`src/hw/rtl/bspn_pkg.sv`:
```
// shared types, constants and helper functions for the battery stage pulse notifier
`timescale 1ns / 1ps
package bspn_pkg;

  localparam int unsigned TIME_W = 48;
  localparam int unsigned NUM_STAGES = 3;

  localparam longint unsigned PULSE_LEN_US = 64'd1600000;
  localparam longint unsigned TAIL_US = 64'd300000;
  localparam longint unsigned HALF_US = PULSE_LEN_US / 2;
  // the falling ramp peaks one above half for an odd pulse length
  localparam longint unsigned UP_MAX = PULSE_LEN_US - HALF_US;
  localparam int unsigned UP_W = $clog2(UP_MAX + 1);

  // fade = floor(up * 255 / half) through an exact reciprocal multiply
  localparam longint unsigned X_MAX = 64'd255 * UP_MAX;
  localparam int unsigned X_W = $clog2(X_MAX + 1);
  localparam int unsigned H_W = $clog2(HALF_US + 1);
  localparam int unsigned REC_K = X_W + H_W;
  localparam longint unsigned REC_M = ((64'd1 << REC_K) + HALF_US - 1) / HALF_US;
  localparam int unsigned REC_M_W = $clog2(REC_M + 1);
  localparam int unsigned PROD_W = X_W + REC_M_W;
  localparam int unsigned Q_W = PROD_W - REC_K;

  localparam logic [3:0] MAX_LEVEL = 4'd10;
  localparam logic [3:0] PSTATE_DISCHARGING = 4'h0;

  // request codes
  localparam logic [1:0] REQ_TICK = 2'd0;
  localparam logic [1:0] REQ_TEST = 2'd1;
  localparam logic [1:0] REQ_DISCONNECT = 2'd2;

  // register indexes
  localparam logic [2:0] REG_NOTIFY_EN = 3'd0;
  localparam logic [2:0] REG_STAGE_EN = 3'd1;
  localparam logic [2:0] REG_THRESH = 3'd2;
  localparam logic [2:0] REG_COUNTS = 3'd3;
  localparam logic [2:0] REG_COLOUR0 = 3'd4;
  localparam logic [2:0] REG_COLOUR1 = 3'd5;
  localparam logic [2:0] REG_COLOUR2 = 3'd6;

  localparam logic [1:0] STAGE_NONE = 2'd3;

  typedef struct packed {
    logic        notify_en;
    logic [2:0]  stage_en;
    logic [11:0] thresh;
    logic [23:0] counts;
    logic [23:0] colour2;
    logic [23:0] colour1;
    logic [23:0] colour0;
  } cfg_t;

  typedef struct packed {
    logic            show;
    logic            want;
    logic            fade_zero;
    logic [UP_W-1:0] up;
    logic [23:0]     colour;
  } evt_res_t;

  typedef struct packed {
    logic        show;
    logic        want;
    logic [7:0]  lvl;
    logic [23:0] colour;
  } fade_res_t;

  // exact x / 255 for any product of two bytes
  function automatic logic [7:0] div255(input logic [15:0] p);
    logic [16:0] s;
    s = {1'b0, p} + {9'd0, p[15:8]} + 17'd1;
    return s[15:8];
  endfunction

endpackage

```
`src/hw/rtl/bspn_cfg.sv`:
```
// configuration registers behind the apb-style port
`timescale 1ns / 1ps
module bspn_cfg import bspn_pkg::*; (
  input  logic        clk,
  input  logic        rst_n,
  input  logic        psel,
  input  logic        penable,
  input  logic        pwrite,
  input  logic [4:0]  paddr,
  input  logic [31:0] pwdata,
  output logic [31:0] prdata,
  output logic        pready,
  output cfg_t        cfg
);

  cfg_t        cfg_r;
  logic [2:0]  idx;
  logic        wr;

  assign idx = paddr[4:2];
  assign wr = psel & penable & pwrite;
  assign pready = 1'b1;
  assign cfg = cfg_r;

  always_ff @(posedge clk) begin
    if (!rst_n) begin
      cfg_r <= '0;
    end else if (wr) begin
      unique case (idx)
        REG_NOTIFY_EN: cfg_r.notify_en <= pwdata[0];
        REG_STAGE_EN:  cfg_r.stage_en <= pwdata[2:0];
        REG_THRESH:    cfg_r.thresh <= pwdata[11:0];
        REG_COUNTS:    cfg_r.counts <= pwdata[23:0];
        REG_COLOUR0:   cfg_r.colour0 <= pwdata[23:0];
        REG_COLOUR1:   cfg_r.colour1 <= pwdata[23:0];
        REG_COLOUR2:   cfg_r.colour2 <= pwdata[23:0];
        default: ;
      endcase
    end
  end

  always_comb begin
    unique case (idx)
      REG_NOTIFY_EN: prdata = {31'd0, cfg_r.notify_en};
      REG_STAGE_EN:  prdata = {29'd0, cfg_r.stage_en};
      REG_THRESH:    prdata = {20'd0, cfg_r.thresh};
      REG_COUNTS:    prdata = {8'd0, cfg_r.counts};
      REG_COLOUR0:   prdata = {8'd0, cfg_r.colour0};
      REG_COLOUR1:   prdata = {8'd0, cfg_r.colour1};
      REG_COLOUR2:   prdata = {8'd0, cfg_r.colour2};
      default:       prdata = 32'd0;
    endcase
  end

endmodule

```
`src/hw/rtl/bspn_evt.sv`:
```
// event stage: notifier state update and report/pulse timing for one item
`timescale 1ns / 1ps
module bspn_evt import bspn_pkg::*; (
  input  logic              clk,
  input  logic              rst_n,
  input  cfg_t              cfg,
  input  logic              fire,
  input  logic              load,
  input  logic [1:0]        req_type,
  input  logic [TIME_W-1:0] now_us,
  input  logic [7:0]        power_byte,
  input  logic [1:0]        test_stage,
  output evt_res_t          res
);

  logic              showing_r, showing_nxt;
  logic [1:0]        stage_r, stage_nxt;
  logic [7:0]        pulses_r, pulses_nxt;
  logic [TIME_W-1:0] pstart_r, pstart_nxt;
  logic              tail_r, tail_nxt;
  logic [TIME_W-1:0] tstart_r, tstart_nxt;
  logic [2:0]        fired_r, fired_nxt;
  logic              armed_r, armed_nxt;
  evt_res_t          res_r, res_nxt;

  logic [3:0]        level, pstate;
  logic [3:0]        thr [NUM_STAGES];
  logic [2:0]        above, cand, fired_clr;
  logic [1:0]        pick;
  logic [3:0]        best_thr;
  logic [TIME_W-1:0] el_pulse, el_post, el_tail;
  logic              expired, started, restart, tail_set, tail_exp;
  logic [7:0]        pl_dec;
  logic [1:0]        show_sel;
  logic [7:0]        cnt_byte;

  assign level = power_byte[3:0];
  assign pstate = power_byte[7:4];
  assign el_pulse = now_us - pstart_r;
  assign expired = el_pulse >= TIME_W'(PULSE_LEN_US);
  assign pl_dec = (pulses_r != 8'd0) ? pulses_r - 8'd1 : 8'd0;

  always_comb begin
    for (int i = 0; i < NUM_STAGES; i++) begin
      thr[i] = cfg.thresh[4*i +: 4];
      above[i] = (thr[i] != 4'd0) && (level > thr[i]);
    end
    fired_clr = fired_r & ~above;
    for (int i = 0; i < NUM_STAGES; i++) begin
      cand[i] = cfg.stage_en[i] && (thr[i] != 4'd0) && !fired_clr[i] && (level <= thr[i]);
    end
    // lowest threshold wins, lower stage on a tie
    pick = STAGE_NONE;
    best_thr = 4'hF;
    for (int i = 0; i < NUM_STAGES; i++) begin
      if (cand[i] && (pick == STAGE_NONE || thr[i] < best_thr)) begin
        pick = 2'(i);
        best_thr = thr[i];
      end
    end
  end

  always_comb begin
    showing_nxt = showing_r;
    stage_nxt = stage_r;
    pulses_nxt = pulses_r;
    pstart_nxt = pstart_r;
    tail_nxt = tail_r;
    tstart_nxt = tstart_r;
    fired_nxt = fired_r;
    armed_nxt = armed_r;
    started = 1'b0;
    restart = 1'b0;
    tail_set = 1'b0;
    show_sel = 2'd0;

    case (req_type)
      REQ_TICK: begin
        if (showing_r) begin
          if (expired) begin
            restart = 1'b1;
            pstart_nxt = now_us;
            pulses_nxt = pl_dec;
            if (pl_dec == 8'd0) begin
              showing_nxt = 1'b0;
              tail_nxt = 1'b1;
              tail_set = 1'b1;
              tstart_nxt = now_us;
            end
          end
        end else if (cfg.notify_en) begin
          if (pstate != PSTATE_DISCHARGING) begin
            fired_nxt = 3'd0;
            armed_nxt = 1'b1;
          end else if (level <= MAX_LEVEL) begin
            fired_nxt = fired_clr;
            if (!armed_r) begin
              armed_nxt = 1'b1;
            end else if (pick != STAGE_NONE) begin
              fired_nxt = fired_clr | (3'b001 << pick);
              started = 1'b1;
              show_sel = pick;
            end
          end
        end
      end
      REQ_TEST: begin
        if (test_stage != STAGE_NONE) begin
          started = 1'b1;
          show_sel = test_stage;
        end
      end
      REQ_DISCONNECT: begin
        showing_nxt = 1'b0;
        pulses_nxt = 8'd0;
        tail_nxt = 1'b0;
        fired_nxt = 3'd0;
        armed_nxt = 1'b0;
      end
      default: ;
    endcase

    cnt_byte = cfg.counts[8*show_sel +: 8];
    if (started) begin
      showing_nxt = 1'b1;
      stage_nxt = show_sel;
      pulses_nxt = (cnt_byte != 8'd0) ? cnt_byte : 8'd1;
      pstart_nxt = now_us;
      tail_nxt = 1'b0;
    end

    // timing as seen after the update
    el_post = (started || restart) ? '0 : el_pulse;
    el_tail = tail_set ? '0 : now_us - tstart_r;
    tail_exp = el_tail >= TIME_W'(TAIL_US);

    res_nxt.show = showing_nxt;
    res_nxt.want = showing_nxt || (tail_nxt && !tail_exp);
    res_nxt.fade_zero = el_post >= TIME_W'(PULSE_LEN_US);
    res_nxt.up = (el_post < TIME_W'(HALF_US)) ? el_post[UP_W-1:0]
                                              : UP_W'(TIME_W'(PULSE_LEN_US) - el_post);
    case (stage_nxt)
      2'd1:    res_nxt.colour = cfg.colour1;
      2'd2:    res_nxt.colour = cfg.colour2;
      default: res_nxt.colour = cfg.colour0;
    endcase
  end

  always_ff @(posedge clk) begin
    if (!rst_n) begin
      showing_r <= 1'b0;
      stage_r <= 2'd0;
      pulses_r <= 8'd0;
      pstart_r <= '0;
      tail_r <= 1'b0;
      tstart_r <= '0;
      fired_r <= 3'd0;
      armed_r <= 1'b0;
    end else if (fire) begin
      showing_r <= showing_nxt;
      stage_r <= stage_nxt;
      pulses_r <= pulses_nxt;
      pstart_r <= pstart_nxt;
      tail_r <= tail_nxt && !(tail_exp && !showing_nxt);
      tstart_r <= tstart_nxt;
      fired_r <= fired_nxt;
      armed_r <= armed_nxt;
    end
  end

  always_ff @(posedge clk) begin
    if (load) begin
      res_r <= res_nxt;
    end
  end

  assign res = res_r;

endmodule

```
`src/hw/rtl/bspn_fade.sv`:
```
// fade stage: triangular breathing level from the ramp position
`timescale 1ns / 1ps
module bspn_fade import bspn_pkg::*; (
  input  logic      clk,
  input  logic      load,
  input  evt_res_t  evt,
  output fade_res_t res
);

  logic [X_W-1:0]    x;
  logic [PROD_W-1:0] prod;
  logic [Q_W-1:0]    q;
  fade_res_t         res_r, res_nxt;

  // up * 255 as shift and subtract, then divide by half via reciprocal
  assign x = (X_W'(evt.up) << 8) - X_W'(evt.up);
  assign prod = PROD_W'(x) * PROD_W'(REC_M);
  assign q = prod[PROD_W-1:REC_K];

  always_comb begin
    res_nxt.show = evt.show;
    res_nxt.want = evt.want;
    res_nxt.colour = evt.colour;
    if (!evt.show || evt.fade_zero) begin
      res_nxt.lvl = 8'd0;
    end else if (q > Q_W'(255)) begin
      res_nxt.lvl = 8'hFF;
    end else begin
      res_nxt.lvl = q[7:0];
    end
  end

  always_ff @(posedge clk) begin
    if (load) begin
      res_r <= res_nxt;
    end
  end

  assign res = res_r;

endmodule

```
`src/hw/rtl/bspn_mix.sv`:
```
// colour stage: scales the stage colour by the fade level into the result register
`timescale 1ns / 1ps
module bspn_mix import bspn_pkg::*; (
  input  logic      clk,
  input  logic      load,
  input  fade_res_t fade,
  output logic      wants_report,
  output logic      override_active,
  output logic [7:0] red_out,
  output logic [7:0] green_out,
  output logic [7:0] blue_out
);

  logic        want_r, ovr_r;
  logic [7:0]  red_r, green_r, blue_r;
  logic [15:0] pr, pg, pb;

  assign pr = 16'(fade.colour[23:16]) * 16'(fade.lvl);
  assign pg = 16'(fade.colour[15:8]) * 16'(fade.lvl);
  assign pb = 16'(fade.colour[7:0]) * 16'(fade.lvl);

  always_ff @(posedge clk) begin
    if (load) begin
      want_r <= fade.want;
      ovr_r <= fade.show;
      red_r <= div255(pr);
      green_r <= div255(pg);
      blue_r <= div255(pb);
    end
  end

  assign wants_report = want_r;
  assign override_active = ovr_r;
  assign red_out = red_r;
  assign green_out = green_r;
  assign blue_out = blue_r;

endmodule

```
`src/hw/rtl/battery_stage_pulse_notifier_top.sv`:
```
// top level of the battery stage pulse notifier
`timescale 1ns / 1ps
// Usage:
//   Input channel (in_valid / in_stall) carries one event per transfer: a tick
//   with the raw battery status byte, a test request for one stage, or a
//   disconnect, each stamped with the current time in microseconds.
//   Result channel (out_valid / out_stall) returns exactly one item per event:
//   report-wanted flag, override flag and the faded stage colour.
//   Registers are written through the apb-style port (psel/penable/pwrite,
//   byte address 4*index) while no events are in flight; reads are live.
//   Pipeline: input register, event/state update, fade level, colour scaling
//   into the result register. out_valid rises once the item has passed the
//   input, event, fade and result registers in turn. One event is taken
//   every cycle unless the result stalls; the per-item state update in the
//   event stage is the only feedback path.
//   A stalled result holds in the result register; earlier stages keep
//   filling until every stage is occupied, then in_stall rises.
//   Reset (rst_n low, synchronous) empties the pipeline, clears all state and
//   all registers: no pulse, no tail, stages unfired, first reading pending.
module battery_stage_pulse_notifier_top import bspn_pkg::*; (
  input  logic              clk,
  input  logic              rst_n,
  input  logic              in_valid,
  output logic              in_stall,
  input  logic [1:0]        in_req_type,
  input  logic [TIME_W-1:0] in_now_us,
  input  logic [7:0]        in_power_byte,
  input  logic [1:0]        in_test_stage,
  output logic              out_valid,
  input  logic              out_stall,
  output logic              out_wants_report,
  output logic              out_override_active,
  output logic [7:0]        out_red_out,
  output logic [7:0]        out_green_out,
  output logic [7:0]        out_blue_out,
  input  logic              psel,
  input  logic              penable,
  input  logic              pwrite,
  input  logic [4:0]        paddr,
  input  logic [31:0]       pwdata,
  output logic [31:0]       prdata,
  output logic              pready
);

  cfg_t              cfg;
  evt_res_t          evt_res;
  fade_res_t         fade_res;

  logic              v0_r, v1_r, v2_r, v3_r;
  logic              rdy0, rdy1, rdy2, rdy3;
  logic [1:0]        req_r;
  logic [TIME_W-1:0] now_r;
  logic [7:0]        pbyte_r;
  logic [1:0]        tstage_r;

  // a stage can load when empty or when its item moves on
  assign rdy3 = !v3_r || !out_stall;
  assign rdy2 = !v2_r || rdy3;
  assign rdy1 = !v1_r || rdy2;
  assign rdy0 = !v0_r || rdy1;
  assign in_stall = !rdy0;
  assign out_valid = v3_r;

  always_ff @(posedge clk) begin
    if (!rst_n) begin
      v0_r <= 1'b0;
      v1_r <= 1'b0;
      v2_r <= 1'b0;
      v3_r <= 1'b0;
    end else begin
      if (rdy0) v0_r <= in_valid;
      if (rdy1) v1_r <= v0_r;
      if (rdy2) v2_r <= v1_r;
      if (rdy3) v3_r <= v2_r;
    end
  end

  always_ff @(posedge clk) begin
    if (in_valid && rdy0) begin
      req_r <= in_req_type;
      now_r <= in_now_us;
      pbyte_r <= in_power_byte;
      tstage_r <= in_test_stage;
    end
  end

  bspn_cfg u_cfg (
    .clk     (clk),
    .rst_n   (rst_n),
    .psel    (psel),
    .penable (penable),
    .pwrite  (pwrite),
    .paddr   (paddr),
    .pwdata  (pwdata),
    .prdata  (prdata),
    .pready  (pready),
    .cfg     (cfg)
  );

  bspn_evt u_evt (
    .clk        (clk),
    .rst_n      (rst_n),
    .cfg        (cfg),
    .fire       (v0_r && rdy1),
    .load       (rdy1),
    .req_type   (req_r),
    .now_us     (now_r),
    .power_byte (pbyte_r),
    .test_stage (tstage_r),
    .res        (evt_res)
  );

  bspn_fade u_fade (
    .clk  (clk),
    .load (rdy2),
    .evt  (evt_res),
    .res  (fade_res)
  );

  bspn_mix u_mix (
    .clk             (clk),
    .load            (rdy3),
    .fade            (fade_res),
    .wants_report    (out_wants_report),
    .override_active (out_override_active),
    .red_out         (out_red_out),
    .green_out       (out_green_out),
    .blue_out        (out_blue_out)
  );

endmodule

```
`config.mk`:
```
export PLATFORM = sky130hd
export DESIGN_NAME = battery_stage_pulse_notifier_top
export DESIGN_NICKNAME = d
export VERILOG_FILES = /design/src/hw/rtl/bspn_pkg.sv /design/src/hw/rtl/bspn_cfg.sv /design/src/hw/rtl/bspn_evt.sv /design/src/hw/rtl/bspn_fade.sv /design/src/hw/rtl/bspn_mix.sv /design/src/hw/rtl/battery_stage_pulse_notifier_top.sv
export SDC_FILE = /design/constraint.sdc
export NUM_CORES = 2
export LEC_CHECK = 0
export BUFFER_PORTS_ARGS = -buffer_cell sky130_fd_sc_hd__buf_2
export CELL_PAD_IN_SITES_DETAIL_PLACEMENT = 0
export CELL_PAD_IN_SITES_GLOBAL_PLACEMENT = 1
export CORE_UTILIZATION = 50
export CTS_CLUSTER_DIAMETER = 40
export DETAILED_ROUTE_END_ITERATION = 10
export GPL_TIMING_DRIVEN = 0
export PLACE_DENSITY_LB_ADDON = 0.15
export SLEW_MARGIN = 40
export SYNTH_ARGS = -nofsm -noshare
export SYNTH_HDL_FRONTEND = slang
export SYNTH_SLANG_ARGS = --single-unit
```
`constraint.sdc`:
```
create_clock -name clk -period 11.6 [get_ports clk]
set_input_delay 2.32 -clock clk [delete_from_list [all_inputs] [get_ports clk]]
set_output_delay 2.32 -clock clk [all_outputs]
set_load 0.02 [all_outputs]
```
---- Word level (Yosys, flattened, before mapping) ----
Cells that the tools add are included.
word-level totals
  output and inout port bits .............. 61
  input port bits ......................... 104
  register bits ........................... 395
  word-level logic and storage cells ...... 225
cells by class
  shifts and indexed selects .............. 2
  bitwise logic cells ..................... 5
  multiply operators ...................... 4
  reductions and logical operators ........ 66
  mux-type cells .......................... 67
  add/subtract/negate cells ............... 11
  equal/unequal tests ..................... 19
  $lt $le $gt $ge ......................... 14
operators with widths
  operator                                                                 count
  48-bit 2-to-1 mux                                                        6
  24-bit case mux with 7 select lines                                      1
  48-bit by 21-bit >= comparator with 1-bit output, second input constant  2
  48-bit subtractor                                                        2
  28-bit by 29-bit multiplier with 57-bit output, second input constant    1
  16-bit by 1-bit adder with 16-bit output, second input constant          3
  16-bit by 8-bit adder with 16-bit output                                 3
  48-bit by 19-bit >= comparator with 1-bit output, second input constant  1
  48-bit by 20-bit < comparator with 1-bit output, second input constant   1
  8-bit by 8-bit multiplier with 16-bit output                             3
  8-bit 2-to-1 mux                                                         6
  24-bit case mux with 2 select lines                                      1
  28-bit by 20-bit subtractor with 28-bit output                           1
  1-bit 2-to-1 mux                                                         26
  24-bit by 6-bit indexed part select with 8-bit output                    1
  2-bit 2-to-1 mux                                                         11
  20-bit 2-to-1 mux                                                        1
  20-bit subtractor, first input constant                                  1
  1-bit logical AND                                                        19
  3-bit 2-to-1 mux                                                         6
  8-bit case mux with 2 select lines                                       1
  4-bit nonzero test                                                       4
  8-bit nonzero test                                                       2
  2-bit AND reduction                                                      7
  31 further kinds                                                         78

---- Logic depth before layout (Yosys ltp) ----
  depth after elaboration ................. 29
  gate-level depth with buffers ........... 39
  gate-level depth less buffers ........... 39

---- Cells and area by module ----
From an unflattened synthesis, not the netlist that was laid out.
second synthesis, totals
  cells, all modules ...................... 4915
  area total of the unflattened synthesis .. 44805.5 um^2
by module, submodules not included
  module                            instances  area each (um^2)  seq. area each (um^2)  cells an instance
  bspn_fade                         1          14914.3           1021.0                 1492
  bspn_evt                          1          14601.5           3653.5                 1914
  bspn_mix                          1          8225.4            780.7                  903
  bspn_cfg                          1          5088.6            2242.2                 527
  battery_stage_pulse_notifier_top  1          1975.6            1881.8                 79

---- Least setup slack after synthesis ----
OpenSTA, ideal clock, no wires.
  path type ............................... register to register
  from .................................... register u_evt.res_r, in the netlist u_evt.res[24]
  to ...................................... register u_fade.res_r, in the netlist u_fade.res[24] (data pin)
  path slack .............................. 2.227 ns
  clock period less this slack ............ 9.373 ns
  buffers on the path ..................... 0
  setup time .............................. 0.131 ns
  required time ........................... 11.469 ns
  cell stages (with the launch flop) ...... 34
  arrival ................................. 9.242 ns
  cells stage by stage .................... edfxtp_1 -> inv_1 -> ha_1 -> nor2b_1 -> a31o_2 -> a21oi_1 -> o21bai_1 -> a21oi_1 -> o211ai_1 -> and3_1 -> o21a_1 -> nor2_1 -> xnor2_1 -> ha_1 -> inv_1 -> fa_1 -> inv_1 -> fa_1 -> inv_1 -> fa_1 -> fa_1 -> fa_1 -> fa_1 -> inv_1 -> ha_1 -> nand4_1 -> or4_1 -> a31oi_1 -> o2111a_1 -> nor2_1 -> o41ai_1 -> a21oi_1 -> xnor2_1 -> o21a_1
on the way
  cells in the longest elaborated chain, start to end .. 4
RTL lines
  item                                                RTL line         text
  from (decl)                                         bspn_evt.sv:24   evt_res_t res_r, res_nxt;
  from (signal assigned)                              bspn_evt.sv:173  res_r <= res_nxt;
  28-bit by 20-bit subtractor with 28-bit output (*)  bspn_fade.sv:16  assign x = (X_W'(evt.up) << 8) - X_W'(evt.up);
  28-bit by 29-bit multiplier with 57-bit output (*)  bspn_fade.sv:17  assign prod = PROD_W'(x) * PROD_W'(REC_M);
  9-bit by 8-bit > comparator with 1-bit output       bspn_fade.sv:26  end else if (q > Q_W'(255)) begin
  8-bit 2-to-1 mux (*)                                bspn_fade.sv:26
  to (signal assigned)                                bspn_fade.sv:35  res_r <= res_nxt;
  to (decl)                                           bspn_fade.sv:13  fade_res_t res_r, res_nxt;
Mark *: on every way between the ends. The rest lies on a longest branch, timed or not.
A chain may end at the register's enable or synchronous reset.

---- Final worst setup path ----
  from .................................... register u_evt.res_r, in the netlist u_evt.res[24]
  to ...................................... register u_fade.res_r, in the netlist u_fade.res[29] (data pin)
Same word-level chain as after synthesis.

==> impl_metrics.yaml <==
detailed_routing:
  drt_iter0_drc: 2186
  via_per_inst: 5.45
  wl_mm: 116
  wl_met1_mm: 54.1
  postRouteAntennaNets: 0
  wl_met2_mm: 52.6
  wl_met3_mm: 6.33
  vias: 33962
  routedWlPerCell_um: 18.7
  drc_errors: 0
  highest_layer: "met5"
  firstDrtPassIters: 7
sta:
  fin_setup_tns_ps: 0
  fin_crit_ps: 10860
  finClkSkew_ps: 39.9
  tightest_slew_ps: 877
  rsz0062_at_grt: "false"
  final-setup-viol-count: 0
  timing.fmax_mhz: 92.1
  hold_viol: 0
  worst_slack_ps: 743
  slew-limit-headroom_pct: 41.3
  period_share_pct: 93.6
  slew_violations: 0
critical_path:
  cpMostUsedCell: "fa_1"
  critPathLaunchType: "register"
  r2r_start: "u_evt.res[24]$_DFFE_PP_"
  reg2regPathDepth: 35
  crit_type: "register to register"
  r2r_slack_ps: 740
  required_ps: 12100
  cp_slowest_cell: "or4_1"
  max_stage_delay_ps: 570
  cp_max_fo: 8
  end_kind: "register"
  r2r-end: "u_fade.res[29]$_SDFFCE_PP0P_"
  cp.arrival_ps: 11350
grt:
  antenna_found_initial: 4
  grt_usage_pct: 27.1
  grt_max_degree: 35
  first_global_vias: 33679
  grt_pass1_wl_mm: 185
  grt_overflow: 0
floorplanning:
  ios: 165
  die_area_um2: 87400
  core_um2: 85300
  fp-row-count: 107
  start_util_pct: 50.5
  fp.dieW_um: 296
  die_y_um: 296
run_status:
  status: "completed"
cells_and_area:
  instances_no_fill: 6235
  drive_above_1_share_pct: 8.25
  seqCellArea_um2: 9580
  fillCellCount: 7897
  area_growth_pct: 11.8
  fin_nets: 6099
  multiInputGateArea_um2: 30100
synth:
  mappedNetlistArea_um2: 43100
  yosysUniqueCellTypes: 103
  yosys_warnings: 0
  postSynthCellCount: 4794
  ys.flop_type: "dfxtp_1"
  synthArstFlopShare_pct: 0
  seq_area_frac_synth_pct: 22.2
  avgSynthCellArea_um2: 8.99
  ys_seq_elements: 395
  synth-edff-count: 167
min_path:
  hold_class: "register to register"
  hold_start: "u_fade.res[32]$_DFFE_PP_"
  min_to: "u_mix.wants_report$_DFFE_PP_"
  hold_path_depth: 0
clock_network:
  clk_latency_ps: 630
  cts_root_buffer: "clkbuf_16"
  cts_max_path_buffers: 3
  cts_tree: "yes"
  clk_pin_slew_worst_paths_ps: 60
  cts_hold_buf: 0
  post_cts_resized: 0
  cts_setup_buffers: 0
  numCtsBuffers: 70
  htreeDepth: 3
  cts_sinks: 395
flow_run:
  cap_violations: 0
placement:
  gp_congestion: 0.935
  port-buffer-count: 144
  dp_hpwl_mm: 95.1
  place_ws_ps: 241
  dp_cells: 6103
==> final cells by class <==
type	count	area share, %
repair buffers	159	1.85
plain buffers	178	1.75
well taps	1144	2.97
inverters	753	5.87
multi-input cells	3475	62.5
diodes	2	0.0104
clock buffers	81	3.96
flip-flops and latches	395	19.9
clock inverters	48	1.25
==> flip-flops by register name, summed over array words and instances (netlist names), 2 cells and up <==
signal and flops:
tstage_r 2, pbyte_r 8, u_mix.blue_out 8, u_cfg.cfg 112, u_mix.red_out 8, now_r 48, u_fade.res 34, u_evt.pulses_r 8
u_evt.stage_r 2, u_evt.tstart_r 48, req_r 2, u_evt.pstart_r 48, u_evt.fired_r 3, u_mix.green_out 8, u_evt.res 47
==> placed cells by master, fill, tap and decap left out, types with 24 or more instances in the layout <==
master     instances
nand2b_1          24
clkbuf_16         74
nor2b_1           24
o21ai_0          130
o211ai_1          34
o21bai_1          36
clkbuf_1         130
fa_1             397
nor2_1           246
mux2i_1          135
buf_2            162
ha_1             566
nand4_1           42
a211oi_1          31
xor2_1            36
a21oi_1          307
a31oi_1           27
nand3_1           59
a21o_1            67
edfxtp_1         167
dfxtp_1          228
xnor2_1          100
nand2_1          592
nor3_1            60
o21a_1            45
and3_1            25
a22oi_1           32
and2_1           109
or3_1             34
inv_1            750
==> worst max-delay path, delay by kind of cell, from the launching register on <==
kind,cells,cell delay (ps)
AND/OR/NAND/NOR,7,1440
adder cells (fa/ha/maj),9,4040
buffers and inverters,6,950
XOR/XNOR,2,970
AO/OA/AOI/OAI,11,2740
flip-flops,1,560
==> cells in the mapped netlist, types with 27 or more instances <==
library cell / number / share of area, %
o21a_1: 45 / 0.78
a21o_1: 67 / 1.2
a211oi_1: 31 / 0.54
o21ai_0: 130 / 1.5
inv_1: 751 / 6.5
ha_1: 566 / 16
nor2_1: 248 / 2.2
edfxtp_1: 167 / 12
nand4_1: 42 / 0.61
xor2_1: 41 / 0.83
xnor2_1: 116 / 2.4
dfxtp_1: 228 / 11
clkbuf_1: 126 / 1.1
fa_1: 397 / 18
a22oi_1: 32 / 0.56
nand2_1: 594 / 5.2
a31oi_1: 27 / 0.39
o211ai_1: 34 / 0.59
or3_1: 34 / 0.49
nand3_1: 59 / 0.69
mux2i_1: 135 / 3.1
and2_1: 109 / 1.6
o21bai_1: 36 / 0.63
nor3_1: 60 / 0.70
a21oi_1: 307 / 3.6
==> metal layers <==
metal	vias up	track usage, %
met4	4	8.82
met1	16421	37.6
met2	780	43.1
met3	164	4.25
met5	-	0
li1	16593	-
==> worst max-delay path by stage <==
stage,from,end,slack (ps),cells past startpoint
2_1_floorplan,u_evt.res[24]$_DFFE_PP_,u_fade.res[24]$_SDFFCE_PP0P_,2230,33
3_3_place_gp,u_evt.res[24]$_DFFE_PP_,u_fade.res[26]$_SDFFCE_PP0P_,-170,34
3_5_place_dp,u_evt.res[24]$_DFFE_PP_,u_fade.res[27]$_SDFFCE_PP0P_,240,34
4_1_cts,u_evt.res[24]$_DFFE_PP_,u_fade.res[29]$_SDFFCE_PP0P_,170,34
5_1_grt,u_evt.res[24]$_DFFE_PP_,u_fade.res[27]$_SDFFCE_PP0P_,70,35
6_report,u_evt.res[24]$_DFFE_PP_,u_fade.res[29]$_SDFFCE_PP0P_,740,35
==> cell families after synthesis <==
family | Yosys count | share of synthesized area [%]
and+or+nand+nor | 1302 | 13.9
adders and majority gates | 963 | 34.9
buffers and inverters | 931 | 8.51
AOI/OAI and AO/OA | 899 | 13.8
DFF | 395 | 22.2
xor gates and xnor gates | 157 | 3.19
muxes | 145 | 3.40
other | 2 | 0.0174
==> through the flow <==
| step | util (%) | hold slack, ps | area (um2) |
|---|---|---|---|
| 2_1_floorplan | - | 400 | 43100 |
| 3_3_place_gp | 53.1 | 402 | 45300 |
| 3_5_place_dp | 53.5 | 405 | 45600 |
| 4_1_cts | 56.5 | 418 | 48100 |
| 5_1_grt | 56.5 | 421 | 48200 |
| 6_report | 56.5 | 416 | 48200 |
Power is left out: the tool's default activity adds up to more than one toggle a clock period on the data nets, which glitch-free logic cannot reach.
